`config.mk`:
```
export PLATFORM = sky130hd
export DESIGN_NAME = websafe_base64_decoder_flat
export DESIGN_NICKNAME = d
export VERILOG_FILES = /design/src/rtl/wsb64_pkg.sv /design/src/rtl/wsb64_if.sv /design/src/rtl/websafe_base64_decoder.sv /design/src/flat_wrapper.sv
export SDC_FILE = /design/constraint.sdc
export NUM_CORES = 1
export LEC_CHECK = 0
export ABC_CLOCK_PERIOD_IN_PS = 3200
export BUFFER_PORTS_ARGS = -buffer_cell sky130_fd_sc_hd__buf_2
export CAP_MARGIN = 20
export CORE_ASPECT_RATIO = 1.1
export CORE_MARGIN = 2
export CORE_UTILIZATION = 49
export DETAILED_ROUTE_END_ITERATION = 6
export PLACE_DENSITY = 0.69
export SLEW_MARGIN = 20
export SYNTH_ARGS = -nofsm -noshare
export SYNTH_HDL_FRONTEND = slang
export SYNTH_SLANG_ARGS = --single-unit
```
`constraint.sdc`:
```
create_clock -name i_clk -period 3.2 [get_ports i_clk]
set_input_delay 0.64 -clock i_clk [delete_from_list [all_inputs] [get_ports i_clk]]
set_output_delay 0.64 -clock i_clk [all_outputs]
set_load 0.05 [all_outputs]
```
`src/rtl/wsb64_pkg.sv`:
```
`timescale 1ns / 1ps
// ----------------------------------------------------------------------------
// Base64 decoder package
// Widths, the alphabet lookup and shared types for the web-safe decoder.
// ----------------------------------------------------------------------------
package wsb64_pkg;

    localparam int CHAR_W = 8;
    localparam int BYTE_W = 8;
    localparam int ACC_W  = 12;
    localparam int PEND_W = 4;
    localparam int SEXT_W = 6;

    localparam logic [PEND_W-1:0] BITS_PER_CHAR = PEND_W'(SEXT_W);
    localparam logic [PEND_W-1:0] BITS_PER_BYTE = PEND_W'(BYTE_W);

    localparam logic [CHAR_W-1:0] CH_PAD = 8'h3D;

    typedef struct packed {
        logic              hit;
        logic [SEXT_W-1:0] val;
    } t_sextet;

    // Both the standard and the URL-safe alphabets map to the same values.
    function automatic t_sextet sextet_of(input logic [CHAR_W-1:0] c);
        t_sextet s;
        s.hit = 1'b1;
        s.val = '0;
        if (c >= 8'h41 && c <= 8'h5A) begin
            s.val = SEXT_W'(c - 8'h41);
        end else if (c >= 8'h61 && c <= 8'h7A) begin
            s.val = SEXT_W'(c - 8'h61 + 8'd26);
        end else if (c >= 8'h30 && c <= 8'h39) begin
            s.val = SEXT_W'(c - 8'h30 + 8'd52);
        end else if (c == 8'h2B || c == 8'h2D) begin
            s.val = SEXT_W'(62);
        end else if (c == 8'h2F || c == 8'h5F) begin
            s.val = SEXT_W'(63);
        end else begin
            s.hit = 1'b0;
        end
        return s;
    endfunction

endpackage

```
`src/rtl/wsb64_if.sv`:
```
`timescale 1ns / 1ps
// ----------------------------------------------------------------------------
// Base64 decoder channels
// Valid/ready channels for encoded characters and decoded bytes.
// ----------------------------------------------------------------------------
interface wsb64_char_if;
    import wsb64_pkg::*;

    logic              valid;
    logic              ready;
    logic [CHAR_W-1:0] in_char;
    logic              end_of_string;

    modport source (output valid, output in_char, output end_of_string, input ready);
    modport sink (input valid, input in_char, input end_of_string, output ready);
endinterface

interface wsb64_byte_if;
    import wsb64_pkg::*;

    logic              valid;
    logic              ready;
    logic [BYTE_W-1:0] byte_out;
    logic              byte_valid;
    logic              string_done;

    modport source (output valid, output byte_out, output byte_valid, output string_done,
                    input ready);
    modport sink (input valid, input byte_out, input byte_valid, input string_done,
                  output ready);
endinterface

```
`src/rtl/websafe_base64_decoder.sv`:
```
`timescale 1ns / 1ps
// ----------------------------------------------------------------------------
// Web-safe base64 decoder
// Decodes one character per transfer into at most one byte per transfer.
// ----------------------------------------------------------------------------
//  Channel  Port     Direction  Payload
//  chars    i_chr    sink       in_char, end_of_string
//  bytes    o_byt    source     byte_out, byte_valid, string_done
//
//  A character is registered on input, then decoded into the result register.
//  One character is taken every cycle while the result side keeps up; the
//  decoder state is updated in the decode stage, which sets that rate.
//  A stall on the result side holds both stages. Reset clears the state.
// ----------------------------------------------------------------------------
module websafe_base64_decoder (
    input  logic         i_clk,
    input  logic         i_rst_n,
    wsb64_char_if.sink   i_chr,
    wsb64_byte_if.source o_byt
);
    import wsb64_pkg::*;

    logic              r_s1_vld;
    logic [CHAR_W-1:0] r_s1_char;
    logic              r_s1_eos;

    logic [ACC_W-1:0]  r_acc, n_acc;
    logic [PEND_W-1:0] r_pend, n_pend;
    logic              r_pad, n_pad;

    logic              r_out_vld;
    logic [BYTE_W-1:0] r_byte, n_byte;
    logic              r_bval, n_bval;
    logic              r_done;

    logic              advance;
    logic              fire;
    t_sextet           sx;
    logic [ACC_W-1:0]  acc_sh;
    logic [PEND_W-1:0] pend_add;
    logic [PEND_W-1:0] shamt;

    assign advance     = !r_out_vld || o_byt.ready;
    assign fire        = r_s1_vld && advance;
    assign i_chr.ready = !r_s1_vld || advance;

    assign sx       = sextet_of(r_s1_char);
    assign acc_sh   = {r_acc[ACC_W-SEXT_W-1:0], sx.val};
    assign pend_add = r_pend + BITS_PER_CHAR;
    assign shamt    = pend_add - BITS_PER_BYTE;

    always_comb begin
        n_acc  = r_acc;
        n_pend = r_pend;
        n_pad  = r_pad;
        n_byte = '0;
        n_bval = 1'b0;
        if (!r_pad) begin
            if (r_s1_char == CH_PAD) begin
                n_pad = 1'b1;
            end else if (sx.hit) begin
                n_acc  = acc_sh;
                n_pend = pend_add;
                if (pend_add >= BITS_PER_BYTE) begin
                    n_bval = 1'b1;
                    n_pend = shamt;
                    unique case (shamt)
                        PEND_W'(0): n_byte = acc_sh[7:0];
                        PEND_W'(2): n_byte = acc_sh[9:2];
                        default:    n_byte = acc_sh[11:4];
                    endcase
                end
            end
        end
        if (r_s1_eos) begin
            n_acc  = '0;
            n_pend = '0;
            n_pad  = 1'b0;
        end
    end

    always_ff @(posedge i_clk) begin
        if (!i_rst_n) begin
            r_s1_vld  <= 1'b0;
            r_out_vld <= 1'b0;
            r_acc     <= '0;
            r_pend    <= '0;
            r_pad     <= 1'b0;
        end else begin
            if (i_chr.ready) begin
                r_s1_vld <= i_chr.valid;
            end
            if (advance) begin
                r_out_vld <= r_s1_vld;
            end
            if (fire) begin
                r_acc  <= n_acc;
                r_pend <= n_pend;
                r_pad  <= n_pad;
            end
        end
    end

    always_ff @(posedge i_clk) begin
        if (i_chr.ready && i_chr.valid) begin
            r_s1_char <= i_chr.in_char;
            r_s1_eos  <= i_chr.end_of_string;
        end
        if (fire) begin
            r_byte <= n_byte;
            r_bval <= n_bval;
            r_done <= r_s1_eos;
        end
    end

    assign o_byt.valid       = r_out_vld;
    assign o_byt.byte_out    = r_byte;
    assign o_byt.byte_valid  = r_bval;
    assign o_byt.string_done = r_done;

    a_pend_range: assert property (@(posedge i_clk) disable iff (!i_rst_n)
        !r_pend[0] && r_pend <= BITS_PER_CHAR)
        else $error("pending bit count out of range");

    a_eos_clears: assert property (@(posedge i_clk) disable iff (!i_rst_n)
        fire && r_s1_eos |=> r_pend == '0 && !r_pad && r_acc == '0)
        else $error("state not cleared after end of string");

    a_pad_quiet: assert property (@(posedge i_clk) disable iff (!i_rst_n)
        fire && r_pad |=> !r_bval)
        else $error("byte produced after padding");

    a_zero_byte: assert property (@(posedge i_clk) disable iff (!i_rst_n)
        r_out_vld && !r_bval |-> r_byte == '0)
        else $error("nonzero byte without byte_valid");

    a_stall_hold: assert property (@(posedge i_clk) disable iff (!i_rst_n)
        r_out_vld && !o_byt.ready |=> r_out_vld && $stable(r_pend) && $stable(r_acc))
        else $error("state moved during result stall");

endmodule
```
`src/flat_wrapper.sv`:
```
// flat-port wrapper written by rule: the top's interface ports become plain ports
module websafe_base64_decoder_flat import wsb64_pkg::*;
  (i_clk, i_rst_n, i_chr_valid, i_chr_in_char, i_chr_end_of_string, i_chr_ready, o_byt_valid, o_byt_byte_out, o_byt_byte_valid, o_byt_string_done, o_byt_ready);
  wsb64_char_if i_chr_i ();
  wsb64_byte_if o_byt_i ();
  input  logic i_clk;
  input  logic i_rst_n;
  input wire logic [$bits(i_chr_i.valid)-1:0] i_chr_valid;
  input wire logic [$bits(i_chr_i.in_char)-1:0] i_chr_in_char;
  input wire logic [$bits(i_chr_i.end_of_string)-1:0] i_chr_end_of_string;
  output wire logic [$bits(i_chr_i.ready)-1:0] i_chr_ready;
  output wire logic [$bits(o_byt_i.valid)-1:0] o_byt_valid;
  output wire logic [$bits(o_byt_i.byte_out)-1:0] o_byt_byte_out;
  output wire logic [$bits(o_byt_i.byte_valid)-1:0] o_byt_byte_valid;
  output wire logic [$bits(o_byt_i.string_done)-1:0] o_byt_string_done;
  input wire logic [$bits(o_byt_i.ready)-1:0] o_byt_ready;
  assign i_chr_i.valid = i_chr_valid;
  assign i_chr_i.in_char = i_chr_in_char;
  assign i_chr_i.end_of_string = i_chr_end_of_string;
  assign i_chr_ready = i_chr_i.ready;
  assign o_byt_valid = o_byt_i.valid;
  assign o_byt_byte_out = o_byt_i.byte_out;
  assign o_byt_byte_valid = o_byt_i.byte_valid;
  assign o_byt_string_done = o_byt_i.string_done;
  assign o_byt_i.ready = o_byt_ready;
  websafe_base64_decoder u_core (.i_clk(i_clk), .i_rst_n(i_rst_n), .i_chr(i_chr_i), .o_byt(o_byt_i));
endmodule
```
==> Word-level counts from Yosys, hierarchy flattened <==
Cells that the tools add are included.
{ "totals": {"elab_cells": 74, "output_inout_bits": 12, "ff_bits": 32} }
{ "classes": {"add_sub_neg": 7, "eq_ne": 8, "bitwise_logic": 2, "n_reduce_logical": 16, "mux": 24, "order_cmp": 7} }
{ "ops": {"columns": ["operator", "n"], "rows": [
  ["$mux 6", 9],
  ["$eq 8x6->1 const B", 4],
  ["$mux 4", 5],
  ["$ge 8x7->1 const B", 2],
  ["$le 8x7->1 const B", 2],
  ["$pmux 8 s2", 1],
  ["$sub 6x6->6 const B", 2],
  ["$mux 1", 9],
  ["$eq 8x7->1 const B", 1],
  ["$ge 8x6->1 const B", 1],
  ["$le 8x6->1 const B", 1],
  ["$add 6x5->6 const B", 1],
  ["$add 6x6->6 const B", 1],
  ["$sub 6x1->6 const B", 1],
  ["$logic_and 1x1->1", 5],
  ["$add 4x3->4 const B", 1],
  ["$eq 4x2->1 const B", 1],
  ["$ge 4x4->1 const B", 1],
  ["$logic_not 4->1", 1],
  ["$logic_or 1x1->1", 4],
  ["$ne 2x1->1 const B", 2],
  ["$reduce_and 4->1", 1],
  ["$reduce_or 4->1", 1],
  ["$sub 4x4->4 const B", 1],
  ["other kinds (4)", 6]
]} }

==> Longest topological paths before layout <==
Gate-level depths: netlist of the first run.
{ "logic_depth": {"depth_word": 11, "ltp_mapped": 11, "ltp_nobuf": 10} }

==> Worst setup path before layout of the first run <==
No wires, ideal clock.
{ "synth_path": {"path_type": "register to register", "from": "register u_core.r_s1_char[2]", "to": "register u_core.r_byte[3] (netlist: u_core.o_byt.byte_out[3]) (data pin)", "stages_incl_launch_ff": 12, "t_arrival_ns": 2.278, "setup_slack_ns": 0.772, "path_buffers": 1, "period_less_slack_ns": 2.428, "path_cell_list": "edfxtp_1 > inv_1 > ha_1 > a21oi_1 > nor3b_1 > or3_1 > buf_2 > a211oi_4 > nand2_2 > inv_2 > o221ai_2 > nor3_2"} }
{ "synth_between": {"elab_chain_cells": 9} }
{ "synth_rtl": {"columns": ["element", "line_no", "text"], "rows": [
  ["start, declared", "websafe_base64_decoder.sv:24", "logic [CHAR_W-1:0] r_s1_char;"],
  ["start signal, assigned", "websafe_base64_decoder.sv:106", "r_s1_char <= i_chr.in_char;"],
  ["branches (longest 9 deep; another with $sub 6x6->6)", null, null],
  ["end signal, assigned", "websafe_base64_decoder.sv:110", "r_byte <= n_byte;"],
  ["end, declared", "websafe_base64_decoder.sv:32", "logic [BYTE_W-1:0] r_byte, n_byte;"]
]} }
Several ways; the timed one is not identified.
A chain may end at the register's enable or synchronous reset.

==> Worst setup path in the final report of the first run <==
{ "layout_path": {"from": "register u_core.r_s1_char[2]", "to": "register u_core.r_byte[1] (netlist: u_core.o_byt.byte_out[1]) (data pin)"} }
Same word-level chain as after synthesis.

==> impl_results.md, run 1 <==
- Die width: between 60 and 70 um
- Layout area overhead: 15.0%
- WL final: slightly below 4000 um
- # DRC: 0
- Setup_tns: 0 ns
- Total power: roughly 0.9 mW
- CTS Root Cell: clkbuf_8
- PortBufs: 24
- VDD IR max: approximately 0.00021 V
- Crit start category: flip-flop
- Die Y: 69.0 um
- Number of enable flip-flop cells after synthesis: 19
- Avg Inst Size Synth: between 10 and 15 um2
- Final Hold Vio Count: 0
- Unrepaired setup endpoints after global routing: no
- Die area: roughly 4400 um2
- Status: completed
- GRT overflow: 0
- Cts repair resizes: 0
- Hold WS: about 0.48 ns
- DR iter-0 viols: 90
- Clk pin slew, worst setup/hold paths: 0.06 ns
- Multi-input gate area: 1020 um2
- Synthesized instance count: roughly 190
- # IOs: 25
- Synth Register Bits: 31
- Top_reg_cell synth: edfxtp_1
- Synth top area share: a little under a third
- Clk buf depth: 2
- Max Clk Rate: 336 MHz
- DR WL/cell: about 15 um
- FFs w/ async S/R, synth: 0%
- Min-delay src: u_core.r_pend[2]
- Pre-antenna DRT Iters: 7
- Top cells by area, synth: edfxtp_1, dfxtp_1, ha_1
- Largest area contributor in the netlist: edfxtp_1
- Setup Buffers After CTS: 0
- CTS tree: built
- CTS buffer count: 5
- Share of the yosys chip area belonging to registers: between 40 and 50%
- Pwr Density: between 400 and 500 nW/um2
- Hold buffer count at CTS: 0
- Leak pwr: slightly above 0.8 nW
- Area of the core: ~3700 um2
- Flop-to-flop setup slack: between 0.2 and 0.25 ns
- Critical Path Slowest Stage Cell: edfxtp_1
- GPL Wtd Cong: between 0.9 and 1
- Largest fanout on the critical path: 9
- Worst Skew: around 0.0060 ns
- FP Rows: 23
- Filler cells: ~320
- Largest net degree at the start of global routing: 17
- Sink Count: 31
- Vias in the first global route: approximately 1500
- Initial Util: approximately half
- Antenna-violating nets left: 0
- Non-filler instance count after layout: ~260
- Max-slew violation count: 0
- Setup crit end kind: flip-flop
- Ant diodes: 0
- WP data arrival: 3.00 ns
- Worst hold path class: flip-flop to flip-flop
- WHS Endpoint: u_core.r_pend[2]
- First-pass GRT wire length: 6690 um
- Synth Net Count: ~210
- Worst slew margin: 63.9%
- Max-cap violation count: 0
- Levels on crit path: 8
- Final nets: 236
- Worst-Margin Slew: between 0.5 and 0.6 ns
- Clk_lat worst skew: approximately 0.28 ns
- Synth Warn #: 0
- CP Data Required Time: between 3 and 4 ns
- Min Tclk post-route: around 3 ns
- Max H-tree Level: 2
- Worst reg2reg path startpoint: u_core.r_s1_char[2]
- Worst r2r path cells: 8
- Worst-path cell chain: inv_1 > ha_1 > a21oi_1 > nor3b_2 > or3_1 > a211oi_4 > nand2_2 > a2111oi_1
- WS Path Type: flip-flop to flip-flop
- Tcrit/Tclk final: between 90 and 100%
- Worst Path Buf+Inv: 1
- Layout cells sized above 1: between 20% and 30%
- Slowest stage delay, CP: ~0.51 ns
- Post-Syn Area: 1880 um2
- Via count: 1528
- Placed insts: ~260
- CP delay by family, top: compound AO/OA/AOI/OAI gates
- All-Layer GR Usage: 19.1%
- Post-DP HPWL: 2810 um
- Initial antenna violation count: 0
- Netlist cell types: 55
- Flip-flop and latch area: roughly 810 um2
- Final setup violation count: 0
- Hold Path Depth: 1
- Drt via density: around 5.8
- FF-to-FF End: u_core.o_byt.byte_out[1]
==> final cells by class <==
type | instances | share of cell area, %
clock buffers | 8 | 4.68
inverters | 9 | 1.56
multi-input cells | 139 | 46.9
flip-flops and latches | 31 | 37.4
well taps | 50 | 2.89
repair buffers | 27 | 6.58
==> stage by stage <==
stage | setup WS, ns | area (um2) | util [%]
finish | 0.223 | 2170 | 59.3
global route | 0.0247 | 2170 | 59.3
CTS | 0.246 | 2160 | 59.2
detailed placement | 0.285 | 2060 | 56.4
global placement | 0.310 | 2060 | 56.4
floorplan | 0.772 | 1880 | -
==> power breakdown <==
| group | switching [mW] | internal (mW) | total (mW) |
|---|---|---|---|
| sequential | 0.0140 | 0.438 | 0.452 |
| clock | 0.136 | 0.201 | 0.337 |
| combinational | 0.0830 | 0.0464 | 0.129 |
==> per-layer routing <==
layer  vias up  share of wire (%)  GRT usage [%]
met2        57                 47           30.9
met1       707                 45           25.5
met4         0                1.5           5.19
met3         9                6.6           4.73
met5         -                  0              0
li1        755                  -              -
==> how the worst max path moves through the flow <==
stage / to / slack (ns) / from
after global routing: u_core.o_byt.byte_out[1] / 0.02 / u_core.r_s1_char[2]
after detailed placement: u_core.o_byt.byte_out[1] / 0.28 / u_core.r_s1_char[2]
final: u_core.o_byt.byte_out[1] / 0.22 / u_core.r_s1_char[2]
after CTS: u_core.o_byt.byte_out[1] / 0.25 / u_core.r_s1_char[2]
after floorplan: u_core.o_byt.byte_out[3] / 0.77 / u_core.r_s1_char[2]
after global placement: u_core.o_byt.byte_out[1] / 0.31 / u_core.r_s1_char[2]
==> cells in the mapped netlist, types with 2 or more instances <==
| cell | n |
|---|---|
| xnor2_1 | 4 |
| o2111ai_1 | 2 |
| clkbuf_1 | 5 |
| nor2_1 | 15 |
| buf_2 | 2 |
| dfxtp_1 | 12 |
| nand2b_1 | 6 |
| nor3b_1 | 3 |
| nor3_1 | 9 |
| nand2_1 | 12 |
| a211oi_1 | 5 |
| o2bb2ai_1 | 3 |
| mux2i_1 | 6 |
| a22oi_1 | 2 |
| a2111o_1 | 2 |
| nand3b_1 | 4 |
| nand3_1 | 4 |
| nor2b_1 | 4 |
| edfxtp_1 | 19 |
| and3_1 | 2 |
| ha_1 | 10 |
| inv_1 | 7 |
| nor4bb_1 | 2 |
| and2_1 | 4 |
| a21oi_1 | 9 |
| a22o_1 | 4 |
==> flip-flops by register name, indices dropped and copies added, names as in the netlist <==
name and cells:
u_core.o_byt.string_done 1, u_core.r_s1_eos 1, u_core.o_byt.valid 1, u_core.r_s1_char 8, u_core.r_pend 3, u_core.o_byt.byte_out 8, u_core.o_byt.byte_valid 1, u_core.r_s1_vld 1
u_core.r_acc 6, u_core.r_pad 1
==> cells by family (layout without fill, tap and decap cells) <==
family	Yosys count	count (layout)	synth area share, %
buffers and inverters	16	44	3.32
adders and majority gates	10	10	6.64
AOI/OAI and AO/OA	46	46	20.3
DFF	31	31	43.0
xor gates and xnor gates	4	4	1.86
and+or+nand+nor	72	72	21.0
muxes	7	7	3.78
==> cells in the final DEF, fill, tap and decap left out, types with 3 or more instances in the layout <==
cell       count
ha_1          10
mux2i_1        6
dfxtp_1       12
o2bb2ai_1      3
a22o_1         4
nand3_1        4
inv_1          7
nand2b_1       6
clkbuf_8       5
nor2_1        15
a21oi_1        9
buf_4          3
nor3_1         9
buf_2         24
edfxtp_1      19
nand2_1       12
nand3b_1       4
nor2b_1        4
and2_1         4
a211oi_1       5
xnor2_1        4
Power figures use the tool's default switching activity.
==> run 2, diff against run 1 <==
Settings changed: ABC_CLOCK_PERIOD_IN_PS 3200 to 2600, PLACE_DENSITY 0.69 to 0.72.
Clock period 3.2 ns to 2.6 ns, I/O delays scaled along.
==> impl_results.md, run 2 (synthesis results as in run 1) <==
- Worst-Margin Slew: 0.728 ns (+0.188 ns)
- Max-cap violation count: 0 (unchanged)
- DR WL/cell: 14.7 um (+0.66%)
- Ant diodes: 0 (unchanged)
- Clk_lat worst skew: 0.28 ns (about the same)
- Met1 global-route usage: 24.9% (-0.53 points)
- # DRC: 0 (unchanged)
- Initial Util: 51.6% (unchanged)
- Pre-antenna DRT Iters: 4 (-3)
- Worst-path cell chain: buf_4 > ha_1 > buf_4 > mux2i_1 > o221ai_2 > a21oi_4 > a211oi_4 > buf_4 > o22ai_2 > mux2_2
- Final nets: 249 (+5.5%)
- Max H-tree Level: 2 (unchanged)
- # IOs: 25 (unchanged)
- Drt via density: 5.79 (about the same)
- Pwr Density: 494 nW/um2 (+17%)
- Grt met3 use: 4.89% (+0.16 points)
- Largest net degree at the start of global routing: 17 (unchanged)
- Antenna-violating nets left: 0 (unchanged)
- PortBufs: 24 (unchanged)
- GPL Wtd Cong: 0.905 (-0.70%)
- Layout cells sized above 1: 29.1% (+8.5 points)
- Min Tclk post-route: 2.49 ns (-0.490 ns)
- CP Data Required Time: 2.82 ns (-0.41 ns)
- Final Hold Vio Count: 0 (unchanged)
- VDD IR max: 0.000334 V (+60%)
- All-Layer GR Usage: 19.5% (+0.39 points)
- CTS buffer count: 5 (unchanged)
- First-pass GRT wire length: 6620 um (-0.93%)
- Placed Area: 2110 um2 (+2.6%)
- CTS tree: built
- Final setup violation count: 0 (unchanged)
- Sink Count: 31 (unchanged)
- Clk buf depth: 2 (unchanged)
- WS Path Type: flip-flop to flip-flop
- CTS Root Cell: clkbuf_8
- Layout area overhead: 23.3%
- WL final: 4080 um (+5.6%)
- Area of the core: 3650 um2 (unchanged)
- Unrepaired setup endpoints after global routing: yes
- Met2 GRT Util: 29.7% (-1.2 points)
- Die area: 4360 um2 (unchanged)
- Most Used Layer, Global Route: met2
- Most frequent cells in the layout: buf_2, edfxtp_1, buf_4
- Die width: 63.1 um (unchanged)
- FP Rows: 23 (unchanged)
- Worst slew margin: 51.1% (-13 points)
- Initial antenna violation count: 0 (unchanged)
- Post-DP HPWL: 3000 um (+7.1%)
- DR iter-0 viols: 68 (-24%)
- Setup_tns: 0 ns (unchanged)
- Max Clk Rate: 402 MHz (+20%)
- Via count: 1603 (+4.9%)
- Crit start category: flip-flop
- Worst hold path class: input port to flip-flop
- Tcrit/Tclk final: 95.6% (+2.6 points)
- Post-route cell area: 2320 um2 (+7.2%)
- Clk pin slew, worst setup/hold paths: 0.06 ns (about the same)
- Slowest stage delay, CP: 0.45 ns (-0.06 ns)
- Critical Path Slowest Stage Cell: edfxtp_1
- Status: completed
- Worst Skew: 0.00240 ns (-0.00361 ns)
- Max-slew violation count: 0 (unchanged)
- Leak pwr: 0.886 nW (+8.4%)
- Setup crit end kind: flip-flop
- Die Y: 69.0 um (unchanged)
- Largest fanout on the critical path: 9 (unchanged)
- Worst path most repeated cell: buf_4
- GRT overflow: 0 (unchanged)
- Vias in the first global route: 1418 (-3.7%)
- WP data arrival: 2.71 ns (-0.29 ns)
- Hold buffer count at CTS: 0 (unchanged)
- Commonest non-fill, non-tap cell in the layout: buf_2
run 2: area by class of cell:
cell class / instances / area [um2]
well taps: 50 / 62.6
inverters: 9 / 33.8
repair buffers: 40 / 240
multi-input cells: 139 / 1070
clock buffers: 8 / 101
fillers: 319 / 1330
flip-flops and latches: 31 / 811
run 2: worst paths after layout:
| kind | from | endpoint | slack (ns) | cells after the start |
|---|---|---|---|---|
| setup / recovery | u_core.r_s1_char[0] | u_core.r_pend[1] | 0.11 | 10 |
| hold / removal | i_chr_in_char[1] | u_core.r_s1_char[1] | 0.41 | 1 |
| setup reg to reg | u_core.r_s1_char[0] | u_core.r_pend[1] | 0.11 | 10 |
| hold reg to reg | u_core.r_pend[2] | u_core.r_pend[2] | 0.48 | 1 |
run 2: stage by stage:
| stage | cells | util (%) | hold WS (ns) | power [mW] | worst slack [ns] |
|---|---|---|---|---|---|
| 2_1_floorplan | 186 | - | 0.432 | 0.682 | 0.172 |
| 3_3_place_gp | 263 | 57.8 | 0.456 | 0.728 | 0.0683 |
| 3_5_place_dp | 263 | 57.8 | 0.476 | 0.731 | -0.0448 |
| 4_1_cts | 274 | 61.4 | 0.407 | 1.14 | 0.00645 |
| 5_1_grt | 277 | 63.6 | 0.404 | 1.20 | -0.0997 |
| 6_report | 277 | 63.6 | 0.415 | 1.15 | 0.113 |
run 2: power breakdown:
| group | internal, mW | total (mW) | leakage [nW] | switching (mW) |
|---|---|---|---|---|
| logic | 0.0742 | 0.191 | 0.552 | 0.117 |
| registers | 0.540 | 0.551 | 0.283 | 0.0114 |
| clock network | 0.247 | 0.406 | 0.0506 | 0.159 |
| total | 0.861 | 1.15 | 0.886 | 0.287 |
run 2: timing repair:
item / CTS / global route
resized for setup: 2 / 11
buffers inserted: 3 / 3
pin swaps: 1 / 0
endpoints found under the setup margin: 5 / 17
run 2: worst max-delay path: cells and delay by family (launching register included):
kind,cells,cell delay (ns)
compound gates,4,0.89
buf+inv,3,0.49
flops,1,0.45
mux,2,0.39
fa+ha+maj,1,0.20
run 2: routing by layer:
layer	share of wire [%]	wire length (um)
met4	3.9	158
met1	43	1740
met5	0	0
met2	47	1920
met3	6.4	260
==> run 3, diff against run 2 <==
Settings changed: REMOVE_ABC_BUFFERS from default to 1.
==> impl_results.md, run 3 (synthesis results as in run 1) <==
- Pre-antenna DRT Iters: 4 (unchanged)
- Non-filler instance count after layout: 279 (+0.72%)
- CTS buffer count: 5 (unchanged)
- Via count: 1619 (+1.0%)
- Largest fanout on the critical path: 9 (unchanged)
- # IOs: 25 (unchanged)
- Die area: 4360 um2 (unchanged)
- Setup WS pre-CTS: -0.0589 ns (-0.0141 ns)
- GRT overflow: 0 (unchanged)
- PortBufs: 24 (unchanged)
- Drt via density: 5.80 (+0.27%)
- Antenna-violating nets left: 0 (unchanged)
- Worst-path cell chain: ha_2 > a21oi_1 > nor3b_2 > or3_4 > a211oi_4 > o22ai_2 > mux2_2
- Largest net degree at the start of global routing: 14 (-3)
- Layout area overhead: 24.0%
- Placed Area: 2120 um2 (+0.35%)
- Clk pin slew, worst setup/hold paths: 0.07 ns (about the same)
- All-Layer GR Usage: 20.0% (+0.52 points)
- Leak pwr: 0.908 nW (+2.5%)
- DR iter-0 viols: 123 (+81%)
- Initial antenna violation count: 0 (unchanged)
- Area of the core: 3650 um2 (unchanged)
- Post-route cell area: 2340 um2 (+0.59%)
- Hold WS: 0.410 ns (-0.00448 ns)
- Max H-tree Level: 2 (unchanged)
- Status: completed
- WP data arrival: 2.66 ns (-0.05 ns)
- Min Tclk post-route: 2.48 ns (-0.00228 ns)
- Critical Path Slowest Stage Cell: edfxtp_1
- Worst slew margin: 59.2% (+8.1 points)
- Worst-Margin Slew: 0.608 ns (-0.121 ns)
- WS Path Type: flip-flop to flip-flop
- Die Y: 69.0 um (unchanged)
- VDD IR max: 0.000326 V (-2.4%)
- Layout cells sized above 1: 31.0% (+1.9 points)
- Placed insts: 264 (+0.38%)
- Commonest non-fill, non-tap cell in the layout: buf_2
- First-pass GRT wire length: 6780 um (+2.4%)
- Clk buf depth: 2 (unchanged)
- Final nets: 251 (+0.80%)
- Hold Path Depth: 1 (unchanged)
- Die width: 63.1 um (unchanged)
- CP Data Required Time: 2.77 ns (-0.05 ns)
- CTS tree: built
- Worst hold path class: input port to flip-flop
- Ant diodes: 0 (unchanged)
- Clk_lat worst skew: 0.28 ns (about the same)
- Crit start category: flip-flop
- DR WL/cell: 15.1 um (+2.4%)
- Pwr Density: 498 nW/um2 (+0.84%)
- Max-cap violation count: 0 (unchanged)
- Slowest stage delay, CP: 0.50 ns (+0.05 ns)
- FP Rows: 23 (unchanged)
- # DRC: 0 (unchanged)
- Unrepaired setup endpoints after global routing: yes
- Setup crit end kind: flip-flop
- Worst Skew: 0.00421 ns (+0.00181 ns)
- Max Clk Rate: 403 MHz (about the same)
- CTS Root Cell: clkbuf_8
- Most frequent cells in the layout: buf_2, edfxtp_1, buf_4
- Total power: 1.16 mW (+1.4%)
- GPL Wtd Cong: 0.868 (-4.0%)
- WL final: 4210 um (+3.1%)
- Initial Util: 51.6% (unchanged)
- Max-slew violation count: 0 (unchanged)
- Tcrit/Tclk final: 95.5% (about the same)
- Final setup violation count: 0 (unchanged)
- Hold buffer count at CTS: 0 (unchanged)
- Sink Count: 31 (unchanged)
- Vias in the first global route: 1474 (+3.9%)
- Final Hold Vio Count: 0 (unchanged)
- Setup WS post-layout: 0.116 ns (+0.00228 ns)
- Worst r2r path cells: 7 (-3)
- Post-DP HPWL: 3120 um (+3.7%)
## run 3: critical path: cells and delay by family (launching register included)
| family | cells | cell delay [ns] |
|---|---|---|
| AO/OA/AOI/OAI | 3 | 0.82 |
| adder cells (fa/ha/maj) | 1 | 0.26 |
| flip-flops | 1 | 0.50 |
| multiplexers | 1 | 0.30 |
| AND/OR/NAND/NOR | 2 | 0.50 |
## run 3: report_power, final
group / internal [mW] / switching (mW)
Sequential: 0.539 / 0.0129
Clock: 0.241 / 0.177
Combinational: 0.0773 / 0.117
Total: 0.858 / 0.307
## run 3: timing repair
| item | 4_1_cts | 5_1_grt |
|---|---|---|
| setup endpoints to repair | 4 | 7 |
| gates resized for setup | 4 | 10 |
| pin swaps | 0 | 1 |
| buffers inserted | 4 | 3 |
## run 3: worst paths after layout
path | start | to | slack, ns
setup / recovery | u_core.r_s1_char[3] | u_core.r_pend[1] | 0.12
hold / removal | i_chr_end_of_string | u_core.r_s1_eos | 0.41
setup reg to reg | u_core.r_s1_char[3] | u_core.r_pend[1] | 0.12
hold reg to reg | u_core.r_pend[2] | u_core.r_pend[2] | 0.46
## run 3: cell type report
| cell class | instances | area [um2] |
|---|---|---|
| multi-input combinational | 139 | 1070 |
| timing repair buffer | 42 | 255 |
| tap | 50 | 62.6 |
| clock buffer | 7 | 96.3 |
| sequential | 31 | 811 |
| inverter | 9 | 33.8 |
| clock inverter | 1 | 6.26 |
| fill | 304 | 1320 |
## run 3: metrics by stage
stage                     util, %  setup TNS (ns)
after floorplan                 -               0
after global placement       58.0               0
after detailed placement     58.0         -0.0633
after CTS                    62.1               0
after global routing         64.0         -0.0230
final                        64.0               0
## run 3: layer usage
layer	vias up	wire, um	track usage [%]	part of all wire [%]
met5	-	0	0	0
met4	0	66	7.16	1.6
met3	8	293	4.89	7.0
met2	66	1970	31.7	47
met1	763	1870	26.5	44
li1	782	-	-	-
